### config.mk
export PLATFORM = sky130hd
export DESIGN_NAME = arc_cell
export DESIGN_NICKNAME = d
export VERILOG_FILES = /design/src/sv/assert_macros.svh /design/src/sv/arc_pkg.sv /design/src/sv/arc_cell.sv
export SDC_FILE = /design/constraint.sdc
export NUM_CORES = 1
export LEC_CHECK = 0
export BUFFER_PORTS_ARGS = -buffer_cell sky130_fd_sc_hd__buf_2
export CORE_AREA = 3 3 77 79
export DETAILED_ROUTE_END_ITERATION = 16
export DIE_AREA = 0 0 80 82
export GPL_ROUTABILITY_DRIVEN = 0
export PLACE_DENSITY = 0.8
export SLEW_MARGIN = 20
export SYNTH_ARGS = -nofsm -noshare
export SYNTH_HDL_FRONTEND = slang
export SYNTH_SLANG_ARGS = --single-unit
### constraint.sdc
create_clock -name clk -period 5.3 [get_ports clk]
set_clock_uncertainty 0.1 [all_clocks]
set_input_delay 1.59 -clock clk [delete_from_list [all_inputs] [get_ports clk]]
set_output_delay 1.59 -clock clk [all_outputs]
set_load 0.01 [all_outputs]
### src/sv/assert_macros.svh
// Assertion macros shared by the arc_cache_replacement RTL.
`ifndef ASSERT_MACROS_SVH
`define ASSERT_MACROS_SVH

// Property checked at every clock edge outside reset.
`define ASSERT_AT(label, clk_s, rst_s, prop, msg) \
  label: assert property (@(posedge clk_s) disable iff (!rst_s) prop) else $error(msg);

// Condition in one cycle implies a consequence in the next cycle.
`define ASSERT_NEXT(label, clk_s, rst_s, ante, cons, msg) \
  label: assert property (@(posedge clk_s) disable iff (!rst_s) (ante) |=> (cons)) else $error(msg);

`endif

### src/sv/arc_pkg.sv
// Shared types, codes and helpers for the ARC directory.
package arc_pkg;

  localparam int PAGE_W  = 32;
  localparam int CAP_W   = 7;
  localparam int TGT_W   = 15;
  localparam int TOTAL_W = 32;

  // List membership of a directory entry.
  typedef enum logic [2:0] {
    L_NONE = 3'd0,
    L_T1   = 3'd1,
    L_T2   = 3'd2,
    L_B1   = 3'd3,
    L_B2   = 3'd4
  } list_t;

  // Request outcome codes.
  typedef enum logic [1:0] {
    OC_HIT  = 2'd0,
    OC_B1   = 2'd1,
    OC_B2   = 2'd2,
    OC_MISS = 2'd3
  } outcome_t;

  // Command broadcast to every directory cell.
  typedef enum logic [1:0] {
    OP_NONE   = 2'd0,
    OP_UNLINK = 2'd1,
    OP_PUSH   = 2'd2,
    OP_FLUSH  = 2'd3
  } cell_op_t;

  typedef struct packed {
    cell_op_t op;
    list_t    lst;
    logic     wr_tag;
  } cell_cmd_t;

  // Request sequencer states.
  typedef enum logic [3:0] {
    S_IDLE,
    S_LOOK,
    S_DEC,
    S_DIV,
    S_ADAPT,
    S_NEXT,
    S_OPW,
    S_OPU,
    S_OPP,
    S_FIN,
    S_FIN2,
    S_DONE
  } state_t;

  // Index of a list's counter: T1, T2, B1, B2 map to 0..3.
  function automatic logic [1:0] lidx(list_t l);
    logic [2:0] v;
    v = l;
    return v[1:0] - 2'd1;
  endfunction

endpackage

### src/sv/arc_cell.sv
// One directory cell: tag, list membership and recency rank of a single entry.
module arc_cell #(
  parameter int IW  = 7,
  parameter int IDX = 0
) (
  input  logic              clk,
  input  logic              rst_n,
  input  arc_pkg::cell_cmd_t cmd,
  input  logic [IW-1:0]     cmd_idx,
  input  logic [IW-1:0]     cmd_rank,
  input  logic [31:0]       cmd_tag,
  input  logic [31:0]       key,
  input  arc_pkg::list_t    q_list,
  input  logic [IW-1:0]     q_rank,
  input  logic              free_in,
  output logic              free_out,
  output logic              claim,
  output logic              match,
  output logic              lru_hit,
  output arc_pkg::list_t    list_o,
  output logic [IW-1:0]     rank_o,
  output logic [31:0]       tag_o
);
  import arc_pkg::*;

  list_t         list_r, list_nxt;
  logic [IW-1:0] rank_r, rank_nxt;
  logic [31:0]   tag_r;
  logic          sel;
  logic          free;

  assign sel  = (cmd_idx == IW'(IDX));
  assign free = (list_r == L_NONE);

  always_comb begin
    list_nxt = list_r;
    rank_nxt = rank_r;
    case (cmd.op)
      OP_FLUSH: begin
        list_nxt = L_NONE;
        rank_nxt = '0;
      end
      OP_UNLINK: begin
        if (sel) begin
          list_nxt = L_NONE;
          rank_nxt = '0;
        end else if (list_r == cmd.lst && rank_r > cmd_rank) begin
          rank_nxt = rank_r - IW'(1);
        end
      end
      OP_PUSH: begin
        if (sel) begin
          list_nxt = cmd.lst;
          rank_nxt = '0;
        end else if (list_r == cmd.lst) begin
          rank_nxt = rank_r + IW'(1);
        end
      end
      default: ;
    endcase
  end

  always_ff @(posedge clk) begin
    if (!rst_n) begin
      list_r <= L_NONE;
      rank_r <= '0;
    end else begin
      list_r <= list_nxt;
      rank_r <= rank_nxt;
    end
  end

  always_ff @(posedge clk) begin
    if (cmd.op == OP_PUSH && sel && cmd.wr_tag) begin
      tag_r <= cmd_tag;
    end
  end

  // The free chain hands "a lower cell is free" to the next cell up.
  assign free_out = free_in | free;
  assign claim    = free & ~free_in;
  assign match    = !free && (tag_r == key);
  assign lru_hit  = !free && (list_r == q_list) && (rank_r == q_rank);
  assign list_o   = list_r;
  assign rank_o   = rank_r;
  assign tag_o    = tag_r;

endmodule

==> impl_metrics.py, run 1 <==
metrics = {
    "run_status": {
        "outcome": "complete, no violations",
    },
    "detailed_routing": {
        "drtAntennaViolNets": 0,
        "drtIter0Drc": 84,
        "drc": 0,
        "dr.pass1.iters": 4,
        "drt-wirelength-per-cell_um": 15.4,
        "routed_wl_um": 6770,
        "vias_per_cell": 5.12,
        "vias": 2253,
    },
    "timing": {
        "hold_ws_ps": 488,
        "timing.fmax_mhz": 222,
        "finalSetupViolations": 0,
        "relSlewSlack": 0.677,
        "setup_slack_ps": 794,
        "setup_tns_ps": 0,
        "hold_viol": 0,
        "finalCritPeriodShare": 0.850,
        "period_needed_ps": 4510,
        "slew_viol_final": 0,
        "worst-slew-pin-transition_ps": 484,
        "rsz0062_at_grt": "no",
    },
    "global_routing": {
        "overflow": 0,
        "grt_pass1_vias": 2148,
        "grt_usage": 0.195,
        "grt_pass1_wl_um": 9830,
        "grt_max_degree": 33,
        "antenna_found_initial": 0,
    },
    "clocking": {
        "cts_sinks": 42,
        "numCtsBuffers": 5,
        "root_buffer": "clkbuf_8",
        "cts_max_path_buffers": 2,
        "cts_resized": 0,
        "clk_latency_ps": 290,
        "clkTransAtPathRegs_ps": 80,
        "cts-hold-fix-buffers": 0,
        "cts_tree": "yes",
        "cts_setup_buffers": 0,
        "h-tree-depth": 2,
    },
    "floorplan": {
        "initial_utilization": 0.454,
        "die_x_um": 80,
        "die_h_um": 82,
        "rows": 27,
        "fp.coreArea_um2": 5410,
        "io_pins": 143,
        "dieArea_um2": 6560,
    },
    "setup_path": {
        "critPathKind": "input pin to primary output",
        "crit_fanout": 1,
        "crit_required_ps": 3610,
        "worst_setup_path_end_kind": "primary output",
        "critPathLaunchType": "input pin",
        "cp.arrival_ps": 2820,
    },
    "layout": {
        "fin_nets": 476,
        "layout-drive-gt1-share": 0.427,
        "post-route-util": 0.621,
        "antenna_cells": 0,
        "area_growth_pct": 36.6,
        "n_fill_cell": 461,
        "instances_no_fill": 440,
        "design_area_um2": 3360,
    },
    "synth": {
        "ys_ff_latch": 42,
        "synth_ff_type": "edfxtp_1",
        "synth_warnings": 0,
        "netlist_instances": 225,
        "synth_edf_count": 32,
        "syn_area_um2": 2460,
        "yosysSeqAreaShare": 0.473,
        "syn_avg_cell_area_um2": 10.9,
        "ys_types": 41,
        "syn_nets": 334,
        "postSynth.asyncResetShare": 0,
    },
    "min_path": {
        "hp-class": "register to register",
    },
    "run": {
        "cap_violations": 0,
    },
    "placed_design": {
        "portBuffers": 142,
        "placedCellCount": 432,
        "dp_hpwl_um": 5510,
        "pre_cts_slack_ps": 744,
        "dpl_cell_area_um2": 3220,
    },
    "power_and_ir_drop": {
        "p_per_area_nw_per_um2": 230,
        "p_leak_nw": 1.53,
        "p_total_uw": 773,
        "ir_drop_mv": 0.104,
    },
}
==> synth_stat cells, drive strengths merged, types with 2 or more instances <==
cell    instances  area, um2
a21oi           7       35.0
and2            4       25.0
and3            2       12.5
buf             5       37.5
clkbuf          3       11.3
dfxtp          10        200
edfxtp         32        961
ha             12        150
inv            14       52.6
mux2i           9       90.1
nand2          19       71.3
nand3          10       50.1
nand4           4       25.0
nor2            3       11.3
nor2b           3       18.8
nor3            7       40.0
nor4           11       75.1
o21ai           5       25.0
o221ai          2       17.5
o311ai          2       17.5
xnor2          12        105
xor2           35        307
==> critical path, stage by stage <==
cell	delay, ps
buf_2	100
xor2_1	130
nor4_1	300
nand4_1	210
nor4_1	290
buf_2	190
==> final timing paths <==
kind | start | to | slack [ps] | cells past startpoint
worst max register to register | rank_o[2]$_SDFFE_PN0P_ | rank_o[0]$_SDFFE_PN0P_ | 3020 | 6
worst min register to register | rank_o[6]$_SDFFE_PN0P_ | rank_o[6]$_SDFFE_PN0P_ | 490 | 2
worst min-delay path | rank_o[6]$_SDFFE_PN0P_ | rank_o[6]$_SDFFE_PN0P_ | 490 | 2
worst max-delay path | q_rank[6] | lru_hit | 790 | 6
==> logic make-up after synthesis <==
| group | after synthesis | share of synthesized area |
|---|---|---|
| and+or+nand+nor | 68 | 0.152 |
| xor gates and xnor gates | 47 | 0.168 |
| DFF | 42 | 0.473 |
| AOI/OAI and AO/OA | 25 | 0.0683 |
| buffers and inverters | 22 | 0.0413 |
| adders and majority gates | 12 | 0.0611 |
| muxes | 9 | 0.0367 |
==> registers in the layout (all words and copies together), names as in the netlist <==
| register | count |
|---|---|
| tag_o | 32 |
| rank_o | 7 |
| list_o | 3 |
==> power breakdown <==
part | leakage [nW] | total (mW) | switching (mW) | internal (mW)
Combinational | 1.09 | 0.111 | 0.0515 | 0.0595
Sequential | 0.369 | 0.365 | 0.00868 | 0.356
Clock | 0.0683 | 0.297 | 0.109 | 0.189
==> layout make-up <==
cell class | count | area (um2) | share of cell area
inverters | 14 | 52.6 | 0.0157
repair buffers | 143 | 718 | 0.214
clock inverters | 3 | 68.8 | 0.0205
multi-input cells | 161 | 1200 | 0.356
clock buffers | 5 | 68.8 | 0.0205
well taps | 72 | 90.1 | 0.0268
flip-flops and latches | 42 | 1160 | 0.346
==> layout by cell type, fill, tap and decap left out, types with 2 or more instances in the layout <==
cell / netlist / routed
nor2_1: 3 / 2
a21oi_1: 7 / 7
bufinv_16: 0 / 2
o21ai_0: 4 / 4
inv_1: 14 / 14
clkbuf_8: 0 / 5
mux2i_1: 9 / 9
buf_2: 3 / 142
nor2b_1: 3 / 3
nor4_1: 10 / 10
xnor2_1: 12 / 12
o221ai_1: 2 / 2
nand4_1: 4 / 4
xor2_1: 35 / 35
ha_1: 12 / 12
and3_1: 2 / 2
nand2_1: 19 / 19
dfxtp_1: 10 / 10
and2_1: 4 / 4
nand3_1: 10 / 10
edfxtp_1: 32 / 32
nor3_1: 6 / 6
==> layer usage <==
metal	up-vias	track usage	share of wire	wire length [um]
met4	0	0.0625	0.0092	62
met2	108	0.365	0.52	3520
met1	1053	0.215	0.37	2530
met3	5	0.0482	0.098	666
li1	1087	-	-	-
met5	-	0	0	0
No activity file was read; power rests on OpenSTA's default activity.
==> inputs of run 2 (changes only) <==
--- a/config.mk
+++ b/config.mk
@@ -6,11 +6,14 @@
 export NUM_CORES = 1
 export LEC_CHECK = 0
 export BUFFER_PORTS_ARGS = -buffer_cell sky130_fd_sc_hd__buf_2
-export CORE_AREA = 3 3 77 79
+export CELL_PAD_IN_SITES_DETAIL_PLACEMENT = 2
+export CELL_PAD_IN_SITES_GLOBAL_PLACEMENT = 2
+export CORE_AREA = 3 3 100 102
 export DETAILED_ROUTE_END_ITERATION = 16
-export DIE_AREA = 0 0 80 82
+export DIE_AREA = 0 0 103 105
 export GPL_ROUTABILITY_DRIVEN = 0
-export PLACE_DENSITY = 0.8
+export MAX_ROUTING_LAYER = met4
+export PLACE_DENSITY = 0.81
 export SLEW_MARGIN = 20
 export SYNTH_ARGS = -nofsm -noshare
 export SYNTH_HDL_FRONTEND = slang
==> run 2 against run 1 <==
Sequential power is essentially flat; cell area shrank 0.11%; critical endpoint is now match; sequential cell count is the same; worst hold slack lost 17 ps; critical path type unchanged.
==> impl_metrics.py, run 2 (same netlist as run 1, synthesis figures left out) <==
metrics = {
    "power_and_ir_drop": {
        "cellInternalPower_uw": 506,
        "p_total_uw": 682,
        "p_comb_frac": 0.168,
        "switchingPower_uw": 176,
        "p_leak_nw": 1.50,
        "power_frac_clock": 0.297,
        "p_per_area_nw_per_um2": 203,
        "seqPwrFrac": 0.536,
        "ir_drop_mv": 0.0965,
        "swShare": 0.258,
    },
    "setup_path": {
        "cp.buffers_inverters": 2,
        "slowest_stage": "nor4_1",
        "r2r_cells": 6,
        "max_stage_delay_ps": 380,
        "critPathTopFamily": "simple AND/OR/NAND/NOR gates",
        "worst_setup_path_end_kind": "primary output",
        "path_cells": "buf_2 -> xor2_1 -> nor4_1 -> nand3_1 -> nor4_1 -> buf_2",
        "regToRegSetupSlack_ps": 3000,
        "r2r-end": "rank_o[0]$_SDFFE_PN0P_",
        "critPathLaunchType": "input pin",
        "worstReg2RegStart": "rank_o[2]$_SDFFE_PN0P_",
        "crit_required_ps": 3610,
        "crit_fanout": 1,
        "cp.arrival_ps": 2830,
        "critPathKind": "input pin to primary output",
    },
    "layout": {
        "area_growth_pct": 36.5,
        "fin_nets": 476,
        "design_area_um2": 3350,
        "antenna_cells": 0,
        "final_common_cell": "buf_2",
        "layout-drive-gt1-share": 0.424,
        "largest_reg_flops": 32,
        "layout_common_cells": "buf_2 (142), xor2_1 (35), edfxtp_1 (32), nand2_1 (19), inv_1 (14)",
    },
    "detailed_routing": {
        "dr.pass1.iters": 4,
        "vias_per_cell": 4.76,
        "vias": 2280,
        "drc": 0,
        "routed_wl_um": 8680,
        "drtAntennaViolNets": 0,
        "drt-wirelength-per-cell_um": 18.1,
        "drtIter0Drc": 40,
    },
    "global_routing": {
        "overflow": 0,
        "antenna_found_initial": 0,
        "grt_pass1_vias": 2403,
        "grt_max_degree": 33,
        "grt_usage": 0.159,
        "grt_pass1_wl_um": 12800,
    },
    "clocking": {
        "cts_resized": 0,
        "cts_sinks": 42,
        "numCtsBuffers": 5,
        "clk_latency_ps": 290,
        "cts-hold-fix-buffers": 0,
        "h-tree-depth": 2,
        "cts_tree": "yes",
        "clkTransAtPathRegs_ps": 80,
        "cts_setup_buffers": 0,
        "cts_max_path_buffers": 2,
        "root_buffer": "clkbuf_8",
    },
    "timing": {
        "setup_tns_ps": 0,
        "timing.fmax_mhz": 221,
        "period_needed_ps": 4520,
        "worst-slew-pin-transition_ps": 538,
        "hold_ws_ps": 471,
        "hold_viol": 0,
        "rsz0062_at_grt": "no",
        "finalSetupViolations": 0,
        "finalCritPeriodShare": 0.852,
        "slew_viol_final": 0,
        "relSlewSlack": 0.641,
    },
    "run": {
        "cap_violations": 0,
    },
    "floorplan": {
        "initial_utilization": 0.267,
        "io_pins": 143,
        "rows": 35,
        "die_x_um": 103,
        "dieArea_um2": 10800,
        "fp.coreArea_um2": 9200,
        "die_h_um": 105,
    },
    "min_path": {
        "hp-class": "register to register",
        "holdPathEnd": "rank_o[6]$_SDFFE_PN0P_",
        "hold_path_depth": 2,
        "min_from": "rank_o[6]$_SDFFE_PN0P_",
    },
    "placed_design": {
        "dp_hpwl_um": 7290,
        "dpl_cell_area_um2": 3270,
        "portBuffers": 142,
    },
    "run_status": {
        "outcome": "complete, no violations",
    },
}
[run 2: final cells by class]
class	count	area (um2)
Fill cell	1058	5840
Clock buffer	5	68.8
Clock inverter	3	16.3
Tap cell	111	139
Inverter	14	52.6
Multi-Input combinational cell	161	1200
Timing Repair Buffer	143	718
Sequential cell	42	1160
[run 2: worst max path at each step]
stage | slack, ps | startpoint | end | cells past startpoint
floorplan | 1050 | key[9] | match | 4
global placement | 760 | q_rank[6] | lru_hit | 6
detailed placement | 740 | key[29] | match | 6
CTS | 740 | key[29] | match | 6
global route | 620 | key[29] | match | 6
finish | 780 | key[16] | match | 6
[run 2: through the flow]
| step | utilization | instances | setup WS [ps] |
|---|---|---|---|
| 6_report | 0.364 | 479 | 784 |
| 5_1_grt | 0.364 | 479 | 618 |
| 4_1_cts | 0.364 | 479 | 741 |
| 3_5_place_dp | 0.355 | 471 | 744 |
| 3_3_place_gp | 0.355 | 471 | 759 |
| 2_1_floorplan | - | 225 | 1050 |
[run 2: metal layers]
| metal | up-vias | global-route usage | wire length [um] |
|---|---|---|---|
| met3 | 5 | 0.0414 | 701 |
| li1 | 1091 | - | - |
| met2 | 97 | 0.286 | 4570 |
| met1 | 1087 | 0.177 | 3350 |
| met5 | - | - | 0 |
| met4 | 0 | 0.0250 | 55 |
[run 2: worst register-to-register path, cell delays in order, from the launching register on]
cell and delay [ps]:
dfxtp_1 620, ha_1 360, a21oi_1 140, o21a_1 140, o221ai_1 150, a22o_1 410, a41o_1 280
[run 2: power groups by stage]
stage / clock network [mW] / registers (mW) / logic (mW)
global placement: 0 / 0.373 / 0.109
CTS: 0.213 / 0.366 / 0.116
detailed placement: 0 / 0.373 / 0.115
finish: 0.202 / 0.365 / 0.114
floorplan: 0 / 0.369 / 0.0614
global route: 0.223 / 0.367 / 0.127
==> inputs of run 3 (changes only) <==
--- a/config.mk
+++ b/config.mk
@@ -14,6 +14,7 @@
 export GPL_ROUTABILITY_DRIVEN = 0
 export MAX_ROUTING_LAYER = met4
 export PLACE_DENSITY = 0.81
+export REMOVE_ABC_BUFFERS = 1
 export SLEW_MARGIN = 20
 export SYNTH_ARGS = -nofsm -noshare
 export SYNTH_HDL_FRONTEND = slang
==> run 3 against run 2 <==
Total power decreased by 0.40%; non-clock buffer count did not move; die area unchanged; final cell count up 0.21%; combinational power about the same; wire length grew 7.2%; maximum frequency is 0.89% lower; worst setup slack worse by 41 ps; global-route usage up 1.1 points; via count increased by 1.1%.
==> impl_metrics.py, run 3 (same netlist as run 1, synthesis figures left out) <==
metrics = {
    "setup_path": {
        "slowest_stage": "nor4_1",
        "path_depth": 6,
        "critPathLaunchType": "input pin",
        "cp.buffers_inverters": 2,
        "critPathTopFamily": "simple AND/OR/NAND/NOR gates",
        "r2r_cells": 6,
        "crit_required_ps": 3610,
        "regToRegSetupSlack_ps": 2900,
        "critPathKind": "input pin to primary output",
        "cp.arrival_ps": 2870,
        "path_cells": "buf_2 -> xor2_1 -> nor4_1 -> nand4_1 -> nor4_1 -> buf_2",
        "worst_setup_path_end_kind": "primary output",
        "worstReg2RegStart": "rank_o[2]$_SDFFE_PN0P_",
        "max_stage_delay_ps": 360,
        "crit_fanout": 1,
        "r2r-end": "rank_o[0]$_SDFFE_PN0P_",
    },
    "power_and_ir_drop": {
        "ir_drop_mv": 0.0854,
        "p_leak_nw": 1.50,
        "cellInternalPower_uw": 507,
        "seqPwrFrac": 0.538,
        "switchingPower_uw": 173,
        "p_comb_frac": 0.169,
        "power_frac_clock": 0.292,
        "swShare": 0.254,
        "p_per_area_nw_per_um2": 203,
        "p_total_uw": 679,
    },
    "clocking": {
        "numCtsBuffers": 5,
        "root_buffer": "clkbuf_8",
        "cts-hold-fix-buffers": 0,
        "cts_sinks": 42,
        "clkTransAtPathRegs_ps": 70,
        "cts_setup_buffers": 0,
        "cts_tree": "yes",
        "clk_latency_ps": 280,
        "h-tree-depth": 2,
        "cts_max_path_buffers": 2,
        "cts_resized": 0,
    },
    "placed_design": {
        "dp_hpwl_um": 7770,
        "pre_cts_slack_ps": 737,
        "portBuffers": 142,
        "placedCellCount": 471,
    },
    "run": {
        "cap_violations": 0,
    },
    "floorplan": {
        "rows": 35,
        "initial_utilization": 0.267,
        "die_x_um": 103,
        "die_h_um": 105,
        "fp.coreArea_um2": 9200,
        "io_pins": 143,
        "dieArea_um2": 10800,
    },
    "global_routing": {
        "grt_usage": 0.170,
        "overflow": 0,
        "grt_pass1_vias": 2484,
        "antenna_found_initial": 0,
        "grt_max_degree": 33,
        "grt_pass1_wl_um": 13600,
    },
    "layout": {
        "layout-drive-gt1-share": 0.421,
        "final_common_cell": "buf_2",
        "largest_reg_flops": 32,
        "n_fill_cell": 1047,
        "fin_nets": 476,
        "instances_no_fill": 480,
        "seq_area_um2": 1160,
        "layout_common_cells": "buf_2 (142), xor2_1 (35), edfxtp_1 (32), nand2_1 (19), inv_1 (14)",
        "multiInputGateArea_um2": 1200,
        "area_growth_pct": 36.4,
    },
    "detailed_routing": {
        "drtAntennaViolNets": 0,
        "drc": 0,
        "routed_wl_um": 9300,
        "dr.pass1.iters": 4,
        "vias_per_cell": 4.80,
        "vias": 2306,
        "drtIter0Drc": 85,
        "drt-wirelength-per-cell_um": 19.4,
    },
    "timing": {
        "worst-slew-pin-transition_ps": 549,
        "finalCritPeriodShare": 0.860,
        "period_needed_ps": 4560,
        "hold_viol": 0,
        "setup_slack_ps": 743,
        "setup_tns_ps": 0,
        "timing.fmax_mhz": 219,
        "slew_viol_final": 0,
        "finalSetupViolations": 0,
        "rsz0062_at_grt": "no",
        "relSlewSlack": 0.633,
    },
    "min_path": {
        "min_from": "rank_o[6]$_SDFFE_PN0P_",
        "holdPathEnd": "rank_o[6]$_SDFFE_PN0P_",
        "hold_path_depth": 2,
        "hp-class": "register to register",
    },
    "run_status": {
        "outcome": "complete, no violations",
    },
}
run 3: per-stage QoR:
stage	instance area [um2]	util	hold WS [ps]
after floorplan	2410	-	427
after global placement	3270	0.355	467
after detailed placement	3270	0.355	472
after CTS	3350	0.364	483
after global routing	3350	0.364	525
final	3350	0.364	475
run 3: power by group through the flow:
stage,combinational [mW],clock (mW),sequential (mW)
floorplan,0.0551,0,0.371
finish,0.115,0.199,0.365
detailed placement,0.117,0,0.373
global placement,0.109,0,0.373
CTS,0.117,0.205,0.366
global route,0.129,0.217,0.367
run 3: metal layers:
metal,share of wire,track usage,vias up
li1,-,-,1087
met1,0.38,0.184,1118
met2,0.52,0.308,96
met3,0.095,0.0494,5
met4,0.0067,0.0305,0
met5,0,-,-
run 3: final cells by class:
type / count / share of cell area
diodes: 1 / 0.000747
repair buffers: 143 / 0.214
multi-input cells: 161 / 0.357
well taps: 111 / 0.0414
clock inverters: 2 / 0.00261
inverters: 14 / 0.0157
clock buffers: 6 / 0.0217
flip-flops and latches: 42 / 0.347
run 3: worst max path at each step:
stage                         start  endpoint  slack (ps)
after floorplan              key[9]     match        1050
after detailed placement     key[9]     match         740
after CTS                    key[9]     match         720
final                        key[9]     match         740
after global placement    q_list[0]   lru_hit         780
after global routing         key[9]     match         600
run 3: worst min-delay path, cell delays in order, from the launching register on:
cell and delay (ps):
dfxtp_1 390, nand2_1 90, mux2i_1 60
